**config.mk**
```make
export PLATFORM = sky130hd
export DESIGN_NAME = ip_address_text_classifier
export DESIGN_NICKNAME = d
export VERILOG_FILES = /design/src/iatc_pkg.sv /design/src/iatc_scan.sv /design/src/ip_address_text_classifier.sv
export VERILOG_INCLUDE_DIRS = /design/src /design/src/src
export SDC_FILE = /design/constraint.sdc
export NUM_CORES = 1
export LEC_CHECK = 0
export BUFFER_PORTS_ARGS = -buffer_cell sky130_fd_sc_hd__buf_4
export CAP_MARGIN = 20
export CORE_ASPECT_RATIO = 1.75
export CORE_MARGIN = 5
export CORE_UTILIZATION = 55
export CTS_CLUSTER_DIAMETER = 80
export CTS_CLUSTER_SIZE = 25
export DETAILED_ROUTE_END_ITERATION = 6
export GPL_ROUTABILITY_DRIVEN = 0
export PLACE_DENSITY = 0.79
export SYNTH_ARGS = -nofsm -noshare
export SYNTH_HDL_FRONTEND = slang
export SYNTH_SLANG_ARGS = --single-unit
```
**constraint.sdc**
```tcl
create_clock -name i_clk -period 12.8 [get_ports i_clk]
set_input_delay 1.28 -clock i_clk [delete_from_list [all_inputs] [get_ports i_clk]]
set_output_delay 1.28 -clock i_clk [all_outputs]
set_load 0.1 [all_outputs]
```
**src/ip_address_text_classifier_macros.svh**
```systemverilog
// ----------------------------------------------------------------------------
// ip_address_text_classifier_macros
// assertion macros used by the classifier top level
// ----------------------------------------------------------------------------
`ifndef IP_ADDRESS_TEXT_CLASSIFIER_MACROS_SVH
`define IP_ADDRESS_TEXT_CLASSIFIER_MACROS_SVH

// same-cycle implication, disabled in reset
`define IATC_ASSERT_IMP(lbl, ante, cons, msg) \
    lbl: assert property (@(posedge i_clk) disable iff (!i_rst_n) \
        (ante) |-> (cons)) else $error(msg);

// next-cycle implication, disabled in reset
`define IATC_ASSERT_NXT(lbl, ante, cons, msg) \
    lbl: assert property (@(posedge i_clk) disable iff (!i_rst_n) \
        (ante) |=> (cons)) else $error(msg);

`endif

```
**src/iatc_pkg.sv**
```systemverilog
`timescale 1ns / 1ps
// ----------------------------------------------------------------------------
// iatc_pkg
// types and constants for the ip address text classifier
// ----------------------------------------------------------------------------
package iatc_pkg;

    localparam int CountWidth = 32;
    localparam int TotalWidth = 32;

    localparam logic [7:0] CharDot   = 8'h2E;
    localparam logic [7:0] CharColon = 8'h3A;
    localparam logic [7:0] CharZero  = 8'h30;
    localparam logic [7:0] CharNine  = 8'h39;
    localparam logic [7:0] CharUpA   = 8'h41;
    localparam logic [7:0] CharUpF   = 8'h46;
    localparam logic [7:0] CharLoA   = 8'h61;
    localparam logic [7:0] CharLoF   = 8'h66;

    localparam logic [8:0]  V4FieldMax = 9'd255;
    localparam logic [8:0]  V4FieldSat = 9'd256;
    localparam logic [2:0]  V4Dots     = 3'd3;
    localparam logic [2:0]  DotSat     = 3'd7;
    localparam logic [3:0]  V6Colons   = 4'd7;
    localparam logic [3:0]  ColonSat   = 4'd15;
    localparam logic [2:0]  HexMax     = 3'd4;

    typedef enum logic [1:0] {
        CLASS_IPV4    = 2'd0,
        CLASS_IPV6    = 2'd1,
        CLASS_INVALID = 2'd2
    } t_addr_class;

    typedef struct packed {
        logic       v4_possible;
        logic [2:0] dot_count;
        logic       v4_empty;
        logic [8:0] v4_value;
        logic       v4_lead_zero;
        logic       v6_possible;
        logic [3:0] colon_count;
        logic [2:0] hex_count;
    } t_line_state;

    localparam t_line_state LineClear = '{
        v4_possible:  1'b1,
        dot_count:    3'd0,
        v4_empty:     1'b1,
        v4_value:     9'd0,
        v4_lead_zero: 1'b0,
        v6_possible:  1'b1,
        colon_count:  4'd0,
        hex_count:    3'd0
    };

endpackage

```
**src/iatc_scan.sv**
```systemverilog
`timescale 1ns / 1ps
// ----------------------------------------------------------------------------
// iatc_scan
// per-character update of the ipv4 and ipv6 line checks and the line verdict
// ----------------------------------------------------------------------------
module iatc_scan import iatc_pkg::*; (
    input  t_line_state i_state,
    input  logic [7:0]  i_char_code,
    output t_line_state o_next,
    output t_addr_class o_class
);

    logic        is_dot;
    logic        is_colon;
    logic        is_digit;
    logic        is_hex;
    logic [3:0]  digit;
    logic [11:0] v4_prod;
    logic [8:0]  v4_sat;
    logic [2:0]  dot_inc;
    logic [3:0]  colon_inc;
    logic        v4_ok;
    logic        v6_ok;

    assign is_dot   = (i_char_code == CharDot);
    assign is_colon = (i_char_code == CharColon);
    assign is_digit = (i_char_code >= CharZero) && (i_char_code <= CharNine);
    assign is_hex   = is_digit
                    || ((i_char_code >= CharUpA) && (i_char_code <= CharUpF))
                    || ((i_char_code >= CharLoA) && (i_char_code <= CharLoF));
    assign digit    = i_char_code[3:0];

    // value * 10 + digit, saturating
    assign v4_prod  = ({3'b000, i_state.v4_value} << 3)
                    + ({3'b000, i_state.v4_value} << 1)
                    + {8'h00, digit};
    assign v4_sat   = (v4_prod > {3'b000, V4FieldSat}) ? V4FieldSat : v4_prod[8:0];

    assign dot_inc   = (i_state.dot_count < DotSat) ? i_state.dot_count + 3'd1
                                                    : i_state.dot_count;
    assign colon_inc = (i_state.colon_count < ColonSat) ? i_state.colon_count + 4'd1
                                                        : i_state.colon_count;

    always_comb begin
        o_next = i_state;
        // ipv4 side
        if (is_dot) begin
            if (i_state.v4_empty || (i_state.v4_value > V4FieldMax) || (dot_inc > V4Dots)) begin
                o_next.v4_possible = 1'b0;
            end
            o_next.dot_count    = dot_inc;
            o_next.v4_empty     = 1'b1;
            o_next.v4_value     = 9'd0;
            o_next.v4_lead_zero = 1'b0;
        end else if (is_digit) begin
            if (i_state.v4_lead_zero || (v4_sat > V4FieldMax)) begin
                o_next.v4_possible = 1'b0;
            end
            if (i_state.v4_empty && (digit == 4'd0)) begin
                o_next.v4_lead_zero = 1'b1;
            end
            o_next.v4_value = v4_sat;
            o_next.v4_empty = 1'b0;
        end else begin
            o_next.v4_possible = 1'b0;
        end
        // ipv6 side
        if (is_colon) begin
            if ((i_state.hex_count == 3'd0) || (colon_inc > V6Colons)) begin
                o_next.v6_possible = 1'b0;
            end
            o_next.colon_count = colon_inc;
            o_next.hex_count   = 3'd0;
        end else if (is_hex) begin
            if (i_state.hex_count >= HexMax) begin
                o_next.v6_possible = 1'b0;
            end else begin
                o_next.hex_count = i_state.hex_count + 3'd1;
            end
        end else begin
            o_next.v6_possible = 1'b0;
        end
    end

    assign v4_ok = i_state.v4_possible && (i_state.dot_count == V4Dots)
                && !i_state.v4_empty && (i_state.v4_value <= V4FieldMax);
    assign v6_ok = i_state.v6_possible && (i_state.colon_count == V6Colons)
                && (i_state.hex_count >= 3'd1) && (i_state.hex_count <= HexMax);

    always_comb begin
        if (v4_ok) begin
            o_class = CLASS_IPV4;
        end else if (v6_ok) begin
            o_class = CLASS_IPV6;
        end else begin
            o_class = CLASS_INVALID;
        end
    end

endmodule

```
**src/ip_address_text_classifier.sv**
```systemverilog
`timescale 1ns / 1ps
// an end-of-line word is held in the stage-one register, then its result is registered
// throughput: one word per cycle while the input is not stalled; character words give no result
// the only stall is an end-of-line word held while the result register is full
// reset (synchronous, active low) clears line state, counters and valids
// ----------------------------------------------------------------------------
// ip_address_text_classifier
// classifies each text line as ipv4, ipv6 or invalid and keeps class totals
// ----------------------------------------------------------------------------
`include "ip_address_text_classifier_macros.svh"

module ip_address_text_classifier import iatc_pkg::*; (
    input  logic                  i_clk,
    input  logic                  i_rst_n,
    input  logic                  i_in_valid,
    output logic                  o_in_ready,
    input  logic [7:0]            i_char_code,
    input  logic                  i_line_end,
    output logic                  o_out_valid,
    input  logic                  i_out_ready,
    output logic [1:0]            o_address_class,
    output logic [TotalWidth-1:0] o_ipv4_total,
    output logic [TotalWidth-1:0] o_ipv6_total,
    output logic [TotalWidth-1:0] o_invalid_total
);

    logic                  r_s1_valid;
    logic [7:0]            r_s1_char;
    logic                  r_s1_end;
    t_line_state           r_line;
    t_line_state           n_line;
    t_line_state           scan_next;
    t_addr_class           scan_class;
    logic [CountWidth-1:0] r_cnt_v4;
    logic [CountWidth-1:0] r_cnt_v6;
    logic [CountWidth-1:0] r_cnt_bad;
    logic [CountWidth-1:0] n_cnt_v4;
    logic [CountWidth-1:0] n_cnt_v6;
    logic [CountWidth-1:0] n_cnt_bad;
    logic                  r_out_valid;
    t_addr_class           r_out_class;
    logic [TotalWidth-1:0] r_out_v4;
    logic [TotalWidth-1:0] r_out_v6;
    logic [TotalWidth-1:0] r_out_bad;
    logic                  out_free;
    logic                  s1_fire;
    logic                  end_fire;

    iatc_scan u_scan (
        .i_state     (r_line),
        .i_char_code (r_s1_char),
        .o_next      (scan_next),
        .o_class     (scan_class)
    );

    assign out_free   = !r_out_valid || i_out_ready;
    assign s1_fire    = r_s1_valid && (!r_s1_end || out_free);
    assign end_fire   = s1_fire && r_s1_end;
    assign o_in_ready = !r_s1_valid || s1_fire;

    assign n_line = r_s1_end ? LineClear : scan_next;

    always_comb begin
        n_cnt_v4  = r_cnt_v4;
        n_cnt_v6  = r_cnt_v6;
        n_cnt_bad = r_cnt_bad;
        if (end_fire) begin
            case (scan_class)
                CLASS_IPV4: begin
                    if (r_cnt_v4 != {CountWidth{1'b1}}) begin
                        n_cnt_v4 = r_cnt_v4 + CountWidth'(1);
                    end
                end
                CLASS_IPV6: begin
                    if (r_cnt_v6 != {CountWidth{1'b1}}) begin
                        n_cnt_v6 = r_cnt_v6 + CountWidth'(1);
                    end
                end
                default: begin
                    if (r_cnt_bad != {CountWidth{1'b1}}) begin
                        n_cnt_bad = r_cnt_bad + CountWidth'(1);
                    end
                end
            endcase
        end
    end

    always_ff @(posedge i_clk) begin
        if (!i_rst_n) begin
            r_s1_valid  <= 1'b0;
            r_line      <= LineClear;
            r_cnt_v4    <= '0;
            r_cnt_v6    <= '0;
            r_cnt_bad   <= '0;
            r_out_valid <= 1'b0;
        end else begin
            if (o_in_ready) begin
                r_s1_valid <= i_in_valid;
            end
            if (s1_fire) begin
                r_line <= n_line;
            end
            r_cnt_v4  <= n_cnt_v4;
            r_cnt_v6  <= n_cnt_v6;
            r_cnt_bad <= n_cnt_bad;
            if (end_fire) begin
                r_out_valid <= 1'b1;
            end else if (i_out_ready) begin
                r_out_valid <= 1'b0;
            end
        end
    end

    // payload registers
    always_ff @(posedge i_clk) begin
        if (o_in_ready && i_in_valid) begin
            r_s1_char <= i_char_code;
            r_s1_end  <= i_line_end;
        end
        if (end_fire) begin
            r_out_class <= scan_class;
            r_out_v4    <= TotalWidth'(n_cnt_v4);
            r_out_v6    <= TotalWidth'(n_cnt_v6);
            r_out_bad   <= TotalWidth'(n_cnt_bad);
        end
    end

    assign o_out_valid     = r_out_valid;
    assign o_address_class = r_out_class;
    assign o_ipv4_total    = r_out_v4;
    assign o_ipv6_total    = r_out_v6;
    assign o_invalid_total = r_out_bad;

    `IATC_ASSERT_NXT(a_end_gives_word, end_fire, r_out_valid, "line end produced no word")
    `IATC_ASSERT_NXT(a_one_counter, 1'b1, $onehot0({r_cnt_v4 != $past(r_cnt_v4), r_cnt_v6 != $past(r_cnt_v6), r_cnt_bad != $past(r_cnt_bad)}), "more than one counter moved")
    `IATC_ASSERT_IMP(a_stall_cause, !o_in_ready, r_s1_valid && r_s1_end && r_out_valid && !i_out_ready, "input stalled without a held line end")

endmodule

```
==> key figures <==
Run status
  • Outcome: finished, final reports clean

Die
  • Die Ht: 190 um
  • Die span in x: 113 um
  • Die area: 21400 um2
  • Row cnt: 65
  • Starting density of the core: 0.560
  • I/O pins: 113
  • Core area: 18100 um2

Global routing
  • GR Util met2: 0.378
  • Met1 Use GR: 0.197
  • Met3 usage: 0.0210
  • Most used routing layer: met2
  • Grt ovf: 0
  • Largest net degree at the start of global routing: 110
  • Vias in the first global route: 6932
  • Initial antenna violation count: 0
  • Total GRT Usage: 0.188
  • First-pass GRT wire length: 33.0 mm

Cells and area
  • N_diodes: 0
  • Non-Filler Instances: 1244
  • Fin nets: 1046
  • Fillcell total: 1449
  • Layout cells sized above 1: 0.157
  • Final Util: 0.638
  • Cell area after layout: 11600 um2
  • Area delta synth->final: 13.8%

Placement
  • Placed cell area: 11200 um2
  • # port buffers: 112
  • Hpwl dp: 14.9 mm
  • Dpl cells: 1224
  • Placement Setup Slack: 8.62 ns

Setup path
  • Slowest cell on crit path: nor2b_1
  • Critical-path cell list: buf_4, nor2b_1, nand3_1, buf_4
  • Setup CP Type: in2out
  • CP max stage delay: 0.82 ns
  • CP arrival: 2.72 ns
  • Delay-heaviest family, CP: simple AND/OR/NAND/NOR gates
  • Startpoint Class: input port
  • CP Buf/Inv Count: 2
  • R2r setup slk: 9.46 ns
  • Most frequent cell on the critical path: buf_4
  • CP Max Fanout: 9
  • Element type at the critical path end: output port
  • Critical path data required time: 11.52 ns

Logic synthesis
  • Top FF cell, synth: dfxtp_1
  • Syn Nets: 946
  • Avg Inst Size Synth: 11.2 um2
  • Synthesis Warnings: 0
  • Synthesized flop and latch total: 228
  • Mapped Area: 10200 um2
  • Post-synth EDFFs: 107
  • Post-synth cell types: 68
  • Register area share after synthesis: 0.554
  • Syn Inst Count: 905
  • Ys async rst share: 0

STA
  • Clock skew: 0.0242 ns
  • Final Max Tran Viols: 0
  • TNS Setup: 0 ns
  • Min cycle time layout: 4.00 ns
  • Relative slew slack: 0.282
  • Period Utilization, post-route: 0.312
  • Final setup violation count: 0
  • RSZ-0062 raised after global routing: no
  • Hold WS: 0.466 ns
  • Worst setup margin: 8.80 ns
  • Final number of hold-violating endpoints: 0
  • Peak Freq: 250 MHz
  • Worst-margin pin slew: 1.07 ns

Power and ir drop
  • LEAKAGE: 4.79 nW
  • VDD IR max: 0.000107 V
  • PwrDens: 108 nW/um2
  • Total power: 1.25 mW
  • Sequential group share of total power: 0.617
  • Switching Fraction: 0.221
  • Sw Pwr: 0.276 mW
  • Clock power frac: 0.338
  • Gate power share: 0.045
  • P_int: 0.973 mW

Clock tree
  • Clock tree buffer depth: 3
  • Register clock-pin slew on the reported worst setup and hold paths: 0.10 ns
  • Sink Count: 228
  • Later-pin clock latency in the skew report: 0.47 ns
  • Number of gates resized after CTS: 0
  • CTS tree: done
  • Max H-tree Level: 1
  • CTS Buf Count: 13
  • Post-CTS Setup Repair Bufs: 0
  • Root Driver: clkbuf_16
  • Hold_buf cts: 0

Hold path
  • Min-delay worst type: reg2reg

Route
  • Final ANT Viol Nets: 0
  • Vias per cell: 5.62
  • Drc violations: 0
  • DRT Wirelength: 20.5 mm
  • Initial DRC count: 267
  • Initial DRT Pass Iterations: 4
  • WL/cell: 16.5 um
  • Via Count: 6987

Flow run
  • Max_cap viols: 0
Yosys cell counts, types with 7 or more instances:
cell type | count | area, um2
a21oi_1 | 10 | 50.1
a31oi_1 | 7 | 43.8
and2_1 | 103 | 644
and3_1 | 18 | 113
and4_1 | 10 | 87.6
buf_2 | 7 | 35.0
clkbuf_1 | 20 | 75.1
dfxtp_1 | 121 | 2420
edfxtp_1 | 107 | 3210
ha_1 | 26 | 325
inv_1 | 23 | 86.3
nand2_1 | 48 | 180
nand3_1 | 49 | 245
nand4_1 | 32 | 200
nor2_1 | 49 | 184
nor2b_1 | 9 | 56.3
nor3_1 | 38 | 190
nor4_2 | 8 | 100
o21ai_0 | 17 | 85.1
xnor2_1 | 35 | 307
xor2_1 | 67 | 587
kinds of logic after synthesis:
logic type	count (synthesis)	synth area share
compound gates	79	0.0545
xor+xnor	102	0.0879
fa+ha+maj	28	0.0359
buf+inv	51	0.0204
flops	228	0.554
mux	7	0.00739
simple gates	410	0.239
per-layer routing:
metal / up-vias / part of all wire
met4: 0 / 0.026
met3: 31 / 0.044
li1: 3442 / -
met1: 3369 / 0.37
met2: 145 / 0.56
met5: - / 0
cell type report:
| type | count | area, um2 | area share |
|---|---|---|---|
| clock buffer | 19 | 348 | 0.0301 |
| inverter | 23 | 86.3 | 0.00746 |
| sequential | 228 | 5640 | 0.487 |
| tap | 234 | 293 | 0.0253 |
| timing repair buffer | 113 | 848 | 0.0733 |
| clock inverter | 1 | 30.0 | 0.00260 |
| multi-input combinational | 626 | 4330 | 0.374 |
cell usage in the layout (no fill, tap or decap), types with 5 or more instances in the layout:
cell,instances
a21o_1,6
a21oi_1,10
a31oi_1,7
and2_1,103
and3_1,18
and4_1,10
buf_4,113
clkbuf_1,6
clkbuf_16,13
dfxtp_1,121
edfxtp_1,107
ha_1,26
inv_1,23
nand2_1,48
nand3_1,49
nand4_1,32
nor2_1,48
nor2b_1,9
nor3_1,38
nor4_1,6
nor4_2,8
o2111ai_1,5
o21ai_0,17
or3_1,6
xnor2_1,35
xor2_1,67
state kept, by name (all words and copies together) (netlist names), 2 cells and up:
register	cells
o_invalid_total	32
o_ipv6_total	32
r_cnt_bad	32
r_line	23
r_cnt_v4	32
o_ipv4_total	32
r_cnt_v6	32
o_address_class	2
r_s1_char	8
worst register-to-register path: stages (launching register included):
cell      delay, ns
edfxtp_1       0.57
nand2_2        0.25
nor2_4         0.49
buf_4          0.88
nand2_1        0.28
nor2_1         0.26
mux2_2         0.37
and2_1         0.15
power groups by stage:
stage | sequential (mW) | clock, mW | combinational [mW]
after CTS | 0.771 | 0.436 | 0.0570
after detailed placement | 0.788 | 0 | 0.0570
after global placement | 0.787 | 0 | 0.0562
after global routing | 0.772 | 0.466 | 0.0599
final | 0.771 | 0.422 | 0.0563
after floorplan | 0.812 | 0 | 0.0184
worst paths after layout:
kind / cells past startpoint / start / to
max: 4 / i_out_ready / o_in_ready
min: 1 / r_line[7]$_SDFFE_PN1P_ / r_line[7]$_SDFFE_PN1P_
max reg2reg: 7 / r_s1_end$_DFFE_PP_ / r_cnt_v4[1]$_SDFF_PN0_
min reg2reg: 1 / r_line[7]$_SDFFE_PN1P_ / r_line[7]$_SDFFE_PN1P_
Power figures use the tool's default switching activity.
